$ cat src/rtl/core/assert_macros.svh
// Assertion macros shared by the dispatcher RTL.
// Depends on nothing; each macro expects clk and arst_n in scope.
`ifndef ASSERT_MACROS_SVH
`define ASSERT_MACROS_SVH

// Implication checked on every clock edge outside reset.
`define AST_IMPL(label, pre, post, msg) \
	label: assert property (@(posedge clk) disable iff (!arst_n) (pre) |-> (post)) \
		else $error(msg);

// Implication checked in the cycle after the antecedent.
`define AST_NEXT(label, pre, post, msg) \
	label: assert property (@(posedge clk) disable iff (!arst_n) (pre) |=> (post)) \
		else $error(msg);

`endif

$ cat src/rtl/core/pcd_pkg.sv
// Package of the partitioned chunk dispatcher: codes, widths and shared types.
// Used by every module of the block; depends on nothing.
package pcd_pkg;

	localparam int LINE_BITS       = 16;
	localparam int MAX_PARTITIONS  = 16;
	localparam int PART_BITS       = 4;
	localparam int SEQ_DEPTH       = 16;
	localparam int SEQ_BITS        = 4;
	localparam int MAX_WORKERS_DEF = 64;

	// Input actions.
	localparam logic [1:0] ACT_START = 2'd0;
	localparam logic [1:0] ACT_LOAD  = 2'd1;
	localparam logic [1:0] ACT_MSG   = 2'd2;

	// Message kinds.
	localparam logic [1:0] KIND_SETUP  = 2'd0;
	localparam logic [1:0] KIND_FINISH = 2'd1;

	// Result commands.
	localparam logic [2:0] CMD_ASSIGN = 3'd0;
	localparam logic [2:0] CMD_SETUP  = 3'd1;
	localparam logic [2:0] CMD_EXIT   = 3'd2;
	localparam logic [2:0] CMD_ERROR  = 3'd3;
	localparam logic [2:0] CMD_ACK    = 3'd4;

	// Register indexes.
	localparam logic [2:0] REG_NUM_PARTITIONS  = 3'd0;
	localparam logic [2:0] REG_NUM_WORKERS     = 3'd1;
	localparam logic [2:0] REG_IMAGE_HEIGHT    = 3'd2;
	localparam logic [2:0] REG_MAX_CHUNK       = 3'd3;
	localparam logic [2:0] REG_CHUNK_MODE      = 3'd4;
	localparam logic [2:0] REG_SEQUENCE_LENGTH = 3'd5;

	// One entry of the partition store.
	typedef struct packed {
		logic [LINE_BITS-1:0] next_line;
		logic [LINE_BITS-1:0] end_line;
		logic                 exhausted;
	} part_ent_t;

	// Outcome of taking a chunk from a partition.
	typedef struct packed {
		logic [LINE_BITS-1:0] first;
		logic [LINE_BITS-1:0] last;
		logic [LINE_BITS-1:0] new_next;
		logic                 clipped;
	} take_res_t;

	// Status and quotients of the start divider.
	typedef struct packed {
		logic                 done;
		logic [LINE_BITS-1:0] quot_a;
		logic [LINE_BITS-1:0] quot_b;
	} div_res_t;

endpackage

$ cat src/rtl/core/pcd_divider.sv
// Two-lane restoring divider, one quotient bit per cycle, shared divisor.
// Depends on pcd_pkg for the line width and the result struct.
module pcd_divider import pcd_pkg::*; (
	input  logic                 clk,
	input  logic                 arst_n,
	input  logic                 start,
	input  logic [4:0]           divisor,
	input  logic [LINE_BITS-1:0] dividend_a,
	input  logic [LINE_BITS-1:0] dividend_b,
	output div_res_t             res
);

	localparam int CNT_BITS = $clog2(LINE_BITS);

	logic                 busy_q;
	logic                 done_q;
	logic [CNT_BITS-1:0]  cnt_q;
	logic [4:0]           dvs_q;
	logic [LINE_BITS-1:0] qa_q, qb_q;
	logic [4:0]           ra_q, rb_q;
	logic [5:0]           ta, tb;

	// Shift the next dividend bit into each partial remainder.
	assign ta = {ra_q, qa_q[LINE_BITS-1]};
	assign tb = {rb_q, qb_q[LINE_BITS-1]};

	// Control: count the steps and flag the last one.
	always_ff @(posedge clk or negedge arst_n) begin
		if (!arst_n) begin
			busy_q <= 1'b0;
			done_q <= 1'b0;
			cnt_q  <= '0;
		end else begin
			done_q <= 1'b0;
			if (start) begin
				busy_q <= 1'b1;
				cnt_q  <= '0;
			end else if (busy_q) begin
				cnt_q <= cnt_q + 1'b1;
				if (cnt_q == CNT_BITS'(LINE_BITS-1)) begin
					busy_q <= 1'b0;
					done_q <= 1'b1;
				end
			end
		end
	end

	// Datapath: compare and subtract in both lanes.
	always_ff @(posedge clk) begin
		if (start) begin
			dvs_q <= divisor;
			qa_q  <= dividend_a;
			qb_q  <= dividend_b;
			ra_q  <= '0;
			rb_q  <= '0;
		end else if (busy_q) begin
			if (ta >= {1'b0, dvs_q}) begin
				ra_q <= 5'(ta - {1'b0, dvs_q});
				qa_q <= {qa_q[LINE_BITS-2:0], 1'b1};
			end else begin
				ra_q <= ta[4:0];
				qa_q <= {qa_q[LINE_BITS-2:0], 1'b0};
			end
			if (tb >= {1'b0, dvs_q}) begin
				rb_q <= 5'(tb - {1'b0, dvs_q});
				qb_q <= {qb_q[LINE_BITS-2:0], 1'b1};
			end else begin
				rb_q <= tb[4:0];
				qb_q <= {qb_q[LINE_BITS-2:0], 1'b0};
			end
		end
	end

	assign res.done   = done_q;
	assign res.quot_a = qa_q;
	assign res.quot_b = qb_q;

endmodule

$ cat src/rtl/core/pcd_take.sv
// Chunk arithmetic: takes a chunk from one partition entry and clips it.
// Depends on pcd_pkg for the entry and result structs.
module pcd_take import pcd_pkg::*; (
	input  part_ent_t            ent,
	input  logic [LINE_BITS-1:0] size,
	output take_res_t            res
);

	logic [LINE_BITS-1:0] size_eff;
	logic [LINE_BITS:0]   sum;
	logic                 clip;

	// A zero size counts as one line.
	assign size_eff = (size == '0) ? LINE_BITS'(1) : size;
	assign sum      = {1'b0, ent.next_line} + {1'b0, size_eff};
	assign clip     = sum >= {1'b0, ent.end_line};

	// The chunk ends at the partition end when it would reach past it.
	assign res.first    = ent.next_line;
	assign res.last     = clip ? LINE_BITS'(ent.end_line - 1'b1) : LINE_BITS'(sum - 1'b1);
	assign res.new_next = sum[LINE_BITS-1:0];
	assign res.clipped  = clip;

endmodule

$ cat src/rtl/core/partitioned_chunk_dispatcher.sv
// Top level of the partitioned chunk dispatcher: register port, sequencer and stores.
// Depends on pcd_pkg, pcd_divider, pcd_take and assert_macros.svh.
//
//   channel  handshake                 payload
//   in       in_valid / in_stall       action, worker, message_kind, seq_slot, seq_chunk
//   out      out_valid / out_stall     command, first_line, last_line, partition
//   config   psel / penable / pready   paddr, pwrite, pwdata, prdata
//
// A start waits on the 16-step divider, then writes one partition entry per partition
// and one worker entry per worker to the stores. A worker message passes the worker
// store read and then the read-modify-write of the partition store; a move to another
// partition adds a scan of every partition of the job, and an exit found by the scan
// skips the write. Loads and refused items go straight to the result. Reset clears the
// control state and the configuration registers; the partition and worker stores hold
// nothing valid until a start writes them, and the size table until loads write it. A
// stalled result waits in the output register while the next item is accepted and worked on.
`include "assert_macros.svh"
module partitioned_chunk_dispatcher import pcd_pkg::*; #(
	parameter int MAX_WORKERS = MAX_WORKERS_DEF
) (
	input  logic                 clk,
	input  logic                 arst_n,
	input  logic                 psel,
	input  logic                 penable,
	input  logic                 pwrite,
	input  logic [4:0]           paddr,
	input  logic [31:0]          pwdata,
	output logic [31:0]          prdata,
	output logic                 pready,
	input  logic                 in_valid,
	output logic                 in_stall,
	input  logic [1:0]           action,
	input  logic [5:0]           worker,
	input  logic [1:0]           message_kind,
	input  logic [3:0]           seq_slot,
	input  logic [15:0]          seq_chunk,
	output logic                 out_valid,
	input  logic                 out_stall,
	output logic [2:0]           command,
	output logic [15:0]          first_line,
	output logic [15:0]          last_line,
	output logic [3:0]           partition
);

	localparam int WIDX = $clog2(MAX_WORKERS);

	localparam logic [3:0] ST_IDLE = 4'd0;
	localparam logic [3:0] ST_DIV  = 4'd1;
	localparam logic [3:0] ST_PART = 4'd2;
	localparam logic [3:0] ST_MAP  = 4'd3;
	localparam logic [3:0] ST_RDW  = 4'd4;
	localparam logic [3:0] ST_RDP  = 4'd5;
	localparam logic [3:0] ST_SCAN = 4'd6;
	localparam logic [3:0] ST_TAKE = 4'd7;
	localparam logic [3:0] ST_FIN  = 4'd8;

	// Configuration registers.
	logic [4:0]           num_partitions_q;
	logic [5:0]           num_workers_q;
	logic [LINE_BITS-1:0] image_height_q;
	logic [LINE_BITS-1:0] max_chunk_q;
	logic                 chunk_mode_q;
	logic [4:0]           sequence_length_q;
	logic                 cfg_we;

	// Control state.
	logic [3:0]           state_q;
	logic                 job_ready_q;
	logic [4:0]           job_parts_q;
	logic [5:0]           job_workers_q;
	logic [SEQ_BITS-1:0]  seq_pos_q;

	// Working registers.
	logic [5:0]           wk_q;
	logic [5:0]           w_q;
	logic [1:0]           kind_q;
	logic [PART_BITS-1:0] p_q;
	logic [PART_BITS-1:0] q_q;
	logic [LINE_BITS-1:0] share_q;
	logic [LINE_BITS-1:0] acc_q;
	logic [5:0]           group_q;
	logic [5:0]           cnt_q;
	logic [PART_BITS-1:0] g_q;
	logic [LINE_BITS-1:0] best_q;
	logic [PART_BITS-1:0] bestp_q;
	part_ent_t            bestent_q;
	part_ent_t            ent_q;
	logic [LINE_BITS-1:0] size_q;
	logic [2:0]           cmd_q;

	// Pending result and output register.
	logic [2:0]           res_cmd_q;
	logic [LINE_BITS-1:0] res_first_q, res_last_q;
	logic [PART_BITS-1:0] res_part_q;
	logic                 out_valid_q;
	logic [2:0]           out_cmd_q;
	logic [LINE_BITS-1:0] out_first_q, out_last_q;
	logic [PART_BITS-1:0] out_part_q;

	// Stores.
	part_ent_t            pm_mem [MAX_PARTITIONS];
	logic [PART_BITS-1:0] wp_mem [MAX_WORKERS];
	logic [LINE_BITS-1:0] sq_mem [SEQ_DEPTH];
	part_ent_t            pm_rdata, pm_wdata;
	logic [PART_BITS-1:0] pm_raddr, pm_waddr;
	logic                 pm_we;
	logic [PART_BITS-1:0] wp_rdata, wp_wdata;
	logic [WIDX-1:0]      wp_raddr, wp_waddr;
	logic                 wp_we;
	logic [LINE_BITS-1:0] sq_rdata;
	logic                 sq_we;

	// Combinational helpers.
	logic                 accept;
	logic [5:0]           wk_clamp;
	logic                 start_bad;
	logic [4:0]           seq_len;
	logic [4:0]           pos_inc;
	logic [SEQ_BITS-1:0]  pos_next;
	logic [LINE_BITS-1:0] part_end;
	logic                 part_last;
	logic [LINE_BITS-1:0] rem;
	logic                 cand;
	logic [LINE_BITS-1:0] best_n;
	logic [PART_BITS-1:0] bestp_n;
	part_ent_t            bestent_n;
	logic                 scan_last;
	div_res_t             div_res;
	take_res_t            take_res;
	logic                 out_free;

	assign accept   = in_valid && !in_stall;
	assign in_stall = state_q != ST_IDLE;
	assign out_free = !out_valid_q || !out_stall;

	// Register port.
	assign pready = 1'b1;
	assign cfg_we = psel && penable && pwrite;

	always_ff @(posedge clk or negedge arst_n) begin
		if (!arst_n) begin
			num_partitions_q  <= 5'd1;
			num_workers_q     <= 6'd1;
			image_height_q    <= LINE_BITS'(1);
			max_chunk_q       <= LINE_BITS'(16);
			chunk_mode_q      <= 1'b0;
			sequence_length_q <= 5'd1;
		end else if (cfg_we) begin
			case (paddr[4:2])
				REG_NUM_PARTITIONS:  num_partitions_q  <= pwdata[4:0];
				REG_NUM_WORKERS:     num_workers_q     <= pwdata[5:0];
				REG_IMAGE_HEIGHT:    image_height_q    <= pwdata[LINE_BITS-1:0];
				REG_MAX_CHUNK:       max_chunk_q       <= pwdata[LINE_BITS-1:0];
				REG_CHUNK_MODE:      chunk_mode_q      <= pwdata[0];
				REG_SEQUENCE_LENGTH: sequence_length_q <= pwdata[4:0];
				default: ;
			endcase
		end
	end

	always_comb begin
		case (paddr[4:2])
			REG_NUM_PARTITIONS:  prdata = 32'(num_partitions_q);
			REG_NUM_WORKERS:     prdata = 32'(num_workers_q);
			REG_IMAGE_HEIGHT:    prdata = 32'(image_height_q);
			REG_MAX_CHUNK:       prdata = 32'(max_chunk_q);
			REG_CHUNK_MODE:      prdata = 32'(chunk_mode_q);
			REG_SEQUENCE_LENGTH: prdata = 32'(sequence_length_q);
			default:             prdata = '0;
		endcase
	end

	// Start checks and the worker count clamped to the last index of the worker store.
	assign start_bad = (num_partitions_q == '0) || (num_partitions_q > 5'(MAX_PARTITIONS)) ||
		(num_workers_q < {1'b0, num_partitions_q});
	assign wk_clamp  = (int'(num_workers_q) > MAX_WORKERS-1) ? 6'(MAX_WORKERS-1) : num_workers_q;

	// Next position of the cycling size sequence.
	assign seq_len  = (sequence_length_q == '0) ? 5'd1 :
		(sequence_length_q > 5'(SEQ_DEPTH)) ? 5'(SEQ_DEPTH) : sequence_length_q;
	assign pos_inc  = {1'b0, seq_pos_q} + 5'd1;
	assign pos_next = (pos_inc >= seq_len) ? '0 : pos_inc[SEQ_BITS-1:0];

	// Partition boundaries during the start sweep.
	assign part_last = {1'b0, p_q} == 5'(num_partitions_q - 1'b1);
	assign part_end  = part_last ? image_height_q : LINE_BITS'(acc_q + share_q);

	// Reassignment scan: keep the unexhausted partition with most lines left.
	assign rem       = LINE_BITS'(pm_rdata.end_line - pm_rdata.next_line);
	assign cand      = !pm_rdata.exhausted && (pm_rdata.end_line > pm_rdata.next_line) &&
		(rem > best_q);
	assign best_n    = cand ? rem : best_q;
	assign bestp_n   = cand ? q_q : bestp_q;
	assign bestent_n = cand ? pm_rdata : bestent_q;
	assign scan_last = {1'b0, q_q} == 5'(job_parts_q - 1'b1);

	pcd_divider u_div (
		.clk        (clk),
		.arst_n     (arst_n),
		.start      (accept && action == ACT_START && !start_bad),
		.divisor    (num_partitions_q),
		.dividend_a (image_height_q),
		.dividend_b (LINE_BITS'(wk_clamp)),
		.res        (div_res)
	);

	pcd_take u_take (
		.ent  (ent_q),
		.size (size_q),
		.res  (take_res)
	);

	// Store addressing and write data.
	always_comb begin
		pm_we    = 1'b0;
		pm_waddr = p_q;
		pm_wdata = ent_q;
		pm_raddr = '0;
		wp_we    = 1'b0;
		wp_waddr = WIDX'(w_q);
		wp_wdata = g_q;
		wp_raddr = WIDX'(worker);
		sq_we    = accept && action == ACT_LOAD;
		case (state_q)
			ST_PART: begin
				pm_we              = 1'b1;
				pm_wdata.next_line = acc_q;
				pm_wdata.end_line  = part_end;
				pm_wdata.exhausted = acc_q >= part_end;
			end
			ST_MAP: begin
				wp_we = 1'b1;
			end
			ST_RDW: begin
				pm_raddr = wp_rdata;
			end
			ST_SCAN: begin
				pm_raddr = PART_BITS'(q_q + 1'b1);
				wp_we    = scan_last && best_n != '0;
				wp_wdata = bestp_n;
			end
			ST_TAKE: begin
				pm_we              = 1'b1;
				pm_wdata.next_line = take_res.clipped ? ent_q.next_line : take_res.new_next;
				pm_wdata.exhausted = take_res.clipped;
			end
			default: ;
		endcase
	end

	// Stores with registered reads.
	always_ff @(posedge clk) begin
		if (pm_we) begin
			pm_mem[pm_waddr] <= pm_wdata;
		end
		pm_rdata <= pm_mem[pm_raddr];
		if (wp_we) begin
			wp_mem[wp_waddr] <= wp_wdata;
		end
		wp_rdata <= wp_mem[wp_raddr];
		if (sq_we) begin
			sq_mem[seq_slot] <= seq_chunk;
		end
		sq_rdata <= sq_mem[pos_next];
	end

	// Sequencer.
	always_ff @(posedge clk or negedge arst_n) begin
		if (!arst_n) begin
			state_q       <= ST_IDLE;
			job_ready_q   <= 1'b0;
			job_parts_q   <= '0;
			job_workers_q <= '0;
			seq_pos_q     <= SEQ_BITS'(1);
		end else begin
			case (state_q)
				ST_IDLE: begin
					if (accept) begin
						case (action)
							ACT_START: begin
								if (start_bad) begin
									job_ready_q <= 1'b0;
									state_q     <= ST_FIN;
								end else begin
									state_q <= ST_DIV;
								end
							end
							ACT_LOAD: state_q <= ST_FIN;
							ACT_MSG: begin
								if (!job_ready_q || worker == '0 || worker > job_workers_q) begin
									state_q <= ST_FIN;
								end else if (message_kind[1]) begin
									job_ready_q <= 1'b0;
									state_q     <= ST_FIN;
								end else begin
									state_q <= ST_RDW;
								end
							end
							default: state_q <= ST_FIN;
						endcase
					end
				end
				ST_DIV: begin
					if (div_res.done) begin
						state_q <= ST_PART;
					end
				end
				ST_PART: begin
					if (part_last) begin
						state_q <= ST_MAP;
					end
				end
				ST_MAP: begin
					if (w_q == wk_q) begin
						job_ready_q   <= 1'b1;
						job_parts_q   <= num_partitions_q;
						job_workers_q <= wk_q;
						seq_pos_q     <= SEQ_BITS'(1);
						state_q       <= ST_FIN;
					end
				end
				ST_RDW: state_q <= ST_RDP;
				ST_RDP: begin
					if (!pm_rdata.exhausted) begin
						if (chunk_mode_q) begin
							seq_pos_q <= pos_next;
						end
						state_q <= ST_TAKE;
					end else begin
						state_q <= ST_SCAN;
					end
				end
				ST_SCAN: begin
					if (scan_last) begin
						state_q <= (best_n == '0) ? ST_FIN : ST_TAKE;
					end
				end
				ST_TAKE: state_q <= ST_FIN;
				ST_FIN: begin
					if (out_free) begin
						state_q <= ST_IDLE;
					end
				end
				default: state_q <= ST_IDLE;
			endcase
		end
	end

	// Working registers and the pending result.
	always_ff @(posedge clk) begin
		case (state_q)
			ST_IDLE: begin
				res_cmd_q   <= CMD_ERROR;
				res_first_q <= '0;
				res_last_q  <= '0;
				res_part_q  <= '0;
				w_q         <= worker;
				kind_q      <= message_kind;
				wk_q        <= wk_clamp;
				if (action == ACT_LOAD) begin
					res_cmd_q <= CMD_ACK;
				end
			end
			ST_DIV: begin
				share_q <= div_res.quot_a;
				group_q <= (div_res.quot_b[5:0] == '0) ? 6'd1 : div_res.quot_b[5:0];
				p_q     <= '0;
				acc_q   <= '0;
			end
			ST_PART: begin
				p_q   <= PART_BITS'(p_q + 1'b1);
				acc_q <= LINE_BITS'(acc_q + share_q);
				w_q   <= 6'd1;
				g_q   <= '0;
				cnt_q <= '0;
			end
			ST_MAP: begin
				res_cmd_q <= CMD_ACK;
				w_q       <= 6'(w_q + 1'b1);
				if (cnt_q == 6'(group_q - 1'b1)) begin
					cnt_q <= '0;
					if ({1'b0, g_q} < 5'(num_partitions_q - 1'b1)) begin
						g_q <= PART_BITS'(g_q + 1'b1);
					end
				end else begin
					cnt_q <= 6'(cnt_q + 1'b1);
				end
			end
			ST_RDW: begin
				p_q <= wp_rdata;
			end
			ST_RDP: begin
				ent_q   <= pm_rdata;
				size_q  <= chunk_mode_q ? sq_rdata : max_chunk_q;
				cmd_q   <= (kind_q == KIND_SETUP) ? CMD_SETUP : CMD_ASSIGN;
				q_q     <= '0;
				best_q  <= '0;
				bestp_q <= '0;
			end
			ST_SCAN: begin
				q_q       <= PART_BITS'(q_q + 1'b1);
				best_q    <= best_n;
				bestp_q   <= bestp_n;
				bestent_q <= bestent_n;
				ent_q     <= bestent_n;
				p_q       <= bestp_n;
				size_q    <= max_chunk_q;
				cmd_q     <= CMD_ASSIGN;
				res_cmd_q <= CMD_EXIT;
			end
			ST_TAKE: begin
				res_cmd_q   <= cmd_q;
				res_first_q <= take_res.first;
				res_last_q  <= take_res.last;
				res_part_q  <= p_q;
			end
			default: ;
		endcase
	end

	// Output register: holds a result until it is taken.
	always_ff @(posedge clk or negedge arst_n) begin
		if (!arst_n) begin
			out_valid_q <= 1'b0;
		end else if (state_q == ST_FIN && out_free) begin
			out_valid_q <= 1'b1;
		end else if (!out_stall) begin
			out_valid_q <= 1'b0;
		end
	end

	always_ff @(posedge clk) begin
		if (state_q == ST_FIN && out_free) begin
			out_cmd_q   <= res_cmd_q;
			out_first_q <= res_first_q;
			out_last_q  <= res_last_q;
			out_part_q  <= res_part_q;
		end
	end

	assign out_valid  = out_valid_q;
	assign command    = out_cmd_q;
	assign first_line = out_first_q;
	assign last_line  = out_last_q;
	assign partition  = out_part_q;

	// Results without a chunk carry zero fields.
	`AST_IMPL(a_zero_fields, out_valid && (command == CMD_EXIT || command == CMD_ERROR || command == CMD_ACK), first_line == '0 && last_line == '0 && partition == '0, "non-chunk result with fields set")
	// A handed-out chunk never runs backwards.
	`AST_IMPL(a_chunk_order, out_valid && (command == CMD_ASSIGN || command == CMD_SETUP), last_line >= first_line, "chunk ends before it starts")
	// The divider reports only while the sequencer waits for it.
	`AST_IMPL(a_div_state, div_res.done, state_q == ST_DIV, "divider finished outside the start sweep")
	// An accepted item always leaves the idle state.
	`AST_NEXT(a_leave_idle, accept, state_q != ST_IDLE, "accepted item not taken up")

endmodule

$ cat config.mk
export PLATFORM = sky130hd
export DESIGN_NAME = partitioned_chunk_dispatcher
export DESIGN_NICKNAME = d
export VERILOG_FILES = /design/src/rtl/core/pcd_pkg.sv /design/src/rtl/core/pcd_divider.sv /design/src/rtl/core/pcd_take.sv /design/src/rtl/core/partitioned_chunk_dispatcher.sv
export VERILOG_INCLUDE_DIRS = /design/src /design/src/rtl/core
export SDC_FILE = /design/constraint.sdc
export NUM_CORES = 2
export LEC_CHECK = 0
export BUFFER_PORTS_ARGS = -buffer_cell sky130_fd_sc_hd__buf_2
export CAP_MARGIN = 5
export CORE_UTILIZATION = 58
export CTS_CLUSTER_DIAMETER = 150
export DETAILED_ROUTE_END_ITERATION = 8
export GPL_TIMING_DRIVEN = 0
export PLACE_DENSITY = 0.75
export SYNTH_ARGS = -nofsm -noshare
export SYNTH_HDL_FRONTEND = slang
export SYNTH_SLANG_ARGS = --single-unit
$ cat constraint.sdc
create_clock -name clk -period 12.8 [get_ports clk]
set_clock_uncertainty 0.15 [all_clocks]
set_input_delay 1.28 -clock clk [delete_from_list [all_inputs] [get_ports clk]]
set_output_delay 1.28 -clock clk [all_outputs]
set_load 0.05 [all_outputs]
==> reports/results.tsv <==
metric	value	unit
tns	0	ns
crit_arrival	8.89	ns
yosys_warnings	0	
rsz0062_at_grt	false	
clk_pin_slew	0.06	ns
post_cts_buffers	0	
p_leak	24.85	nW
dp_hpwl	117400	um
synth_seq_cells	1467	
syn_inst	4406	
clk_path_buf_depth	3	
cts_tree	yes	
routedWlPerCell	27.07	um
grt_pass1_wl	248500	um
core	107700	um2
max_cap_viol_count	0	
layout_commonest_cell	edfxtp_1	
drive_gt1_frac	0.1429	
cts_sinks	1467	
dr.first_iter.drc_count	4663	
track_usage	0.3061	
drtPass1Iterations	6	
hp-class	in -> async	
area_growth	13.25	%
fmax	117.0	MHz
fin_area	71680	um2
die_y	332.3	um
yosys_most_used_dff	edfxtp_1	
die_width	332.3	um
grt_pass1_vias	39010	
grt_antenna_before_repair	6	
powerDensity	195.0	nW/um2
ant_nets	0	
initial_utilization	0.5879	
total_power	0.01398	W
num_rows	120	
status	finished, final reports clean	
root_buffer	clkbuf_16	
ff2ff_setup_slack	4.25	ns
synth_area_per_cell	14.36	um2
nets	4961	
insertion_delay	0.80	ns
routed_wl	169700	um
worst_slew_pin_slew	1.224	ns
critical_path_class	reg -> reg	
yosysSeqAreaShare	0.6786	
htreeDepth	4	
ctsHoldBuffers	0	
vias_per_cell	6.378	
vias	39980	
ir_worst_vdd	0.0001657	V
fillers	7288	
setup_violations	0	
timing.final.hold_violations	0	
crit_family	compound AO/OA/AOI/OAI gates	
crit_required	13.14	ns
whs	0.2192	ns
worstPathMaxFanout	10	
regToRegEndpoint	res_last_q[12]	
synth-edff-count	1318	
cts_resized	0	
critical-path-slowest-cell	edfxtp_1	
globalplace.congestion	0.9419	
cp.buffers_inverters	4	
synthArstFlopShare	0.05181	
cpPeakStageDelay	0.52	ns
startpoint_type	register	
grt.overflow.total	0	
yosys.cell_types.count	80	
min_period	8.549	ns
slew_headroom	0.1806	
placed_area	66880	um2
die-area	110400	um2
io_buffers	109	
grt_max_degree	64	
drc_errors	0	
end_kind	register	
netlist_area	63290	um2
rr_worst_depth	28	
num_io_pins	148	
fin_crit_sh	0.6679	
final_cell_mix	edfxtp_1 (1318), nand2_1 (471), clkbuf_1 (255)	
numCtsBuffers	144	
finalMaxSlewViolations	0	
fin_util	0.6658	
reg2reg_from	size_q[9]	
sequential cells by signal (all words and copies together) (netlist names), 16 cells and up:
signal,flops
pm_mem,528
sq_mem,256
wp_mem,256
bestent_q,33
ent_q,33
pm_rdata,33
acc_q,16
best_q,16
first_line,16
image_height_q,16
last_line,16
max_chunk_q,16
res_first_q,16
res_last_q,16
share_q,16
size_q,16
sq_rdata,16
u_div.qa_q,16
u_div.qb_q,16
worst max path at each step:
| stage | from | end | slack [ns] | cells past startpoint |
|---|---|---|---|---|
| after floorplan | size_q[1] | res_last_q[12] | 6.27 | 28 |
| after global routing | size_q[8] | res_last_q[12] | 3.29 | 28 |
| after CTS | size_q[8] | res_last_q[12] | 4.33 | 28 |
| after global placement | size_q[9] | res_last_q[12] | 4.35 | 28 |
| after detailed placement | size_q[9] | res_last_q[12] | 4.40 | 28 |
| final | size_q[9] | res_last_q[12] | 4.25 | 28 |
metrics by stage:
step,cells,setup WS (ns)
after floorplan,4421,6.274
after global placement,5933,4.351
after detailed placement,6000,4.396
after CTS,6266,4.330
after global routing,6267,3.292
final,6269,4.251
cells by family after synthesis:
| group | Yosys count | share of synthesized area |
|---|---|---|
| xor gates and xnor gates | 104 | 0.01439 |
| and+or+nand+nor | 1127 | 0.08317 |
| other | 2 | 0.0001187 |
| DFF | 1467 | 0.6786 |
| adders and majority gates | 143 | 0.02886 |
| buffers and inverters | 403 | 0.02576 |
| AOI/OAI and AO/OA | 775 | 0.08246 |
| muxes | 385 | 0.08659 |
power breakdown:
part | switching [W] | leakage, nW | internal, W | total (W)
registers | 0.000300 | 13.6 | 0.00617 | 0.00647
logic | 0.00215 | 8.89 | 0.00109 | 0.00325
clock network | 0.00185 | 2.34 | 0.00241 | 0.00427
total | 0.00431 | 24.8 | 0.00967 | 0.0140
metal layers:
| layer | GRT usage | up-vias | wire length, um |
|---|---|---|---|
| met1 | 0.4017 | 19810 | 63970 |
| met4 | 0.1605 | 6 | 9203 |
| li1 | - | 17460 | - |
| met2 | 0.4928 | 2277 | 80920 |
| met3 | 0.05249 | 424 | 15600 |
| met5 | 0 | - | 41 |
layout make-up:
type | count | area (um2) | share of cell area
well taps | 1403 | 1755 | 0.02449
flip-flops and latches | 1467 | 42950 | 0.5992
plain buffers | 286 | 1192 | 0.01664
diodes | 2 | 5.005 | 0.00006983
clock inverters | 73 | 809.5 | 0.01129
repair buffers | 177 | 1593 | 0.02222
multi-input cells | 2551 | 18960 | 0.2645
inverters | 117 | 439.2 | 0.006127
clock buffers | 193 | 3971 | 0.05541
synthesized netlist by cell type, types with 14 or more instances:
cell type  count  area share
a211oi_1     187       0.022
a21o_1        32      0.0038
a21oi_1      146       0.012
a311oi_1      66      0.0091
a31oi_1       78      0.0077
and2_0        45      0.0044
and2_1       129       0.013
and3_1        14      0.0014
buf_1         39      0.0023
buf_4         17      0.0020
clkbuf_1     222       0.013
dfrtp_1       70       0.028
dfxtp_1       73       0.023
edfxtp_1    1318        0.63
ha_1         138       0.027
inv_1        115      0.0068
mux2_1        19      0.0034
mux2_2        91       0.016
mux2i_1      156       0.025
mux4_2       119       0.042
nand2_1      472       0.028
nand2b_1      28      0.0028
nand3_1       52      0.0041
nand4_1       15      0.0015
nor2_1       182       0.011
nor2b_1       19      0.0019
nor3_1       116      0.0092
nor4_1        15      0.0015
o21ai_0      122      0.0096
o221ai_1      18      0.0025
o22ai_1       27      0.0027
xnor2_1       67      0.0093
xor2_1        37      0.0051
(Power assumes the default switching activity.)
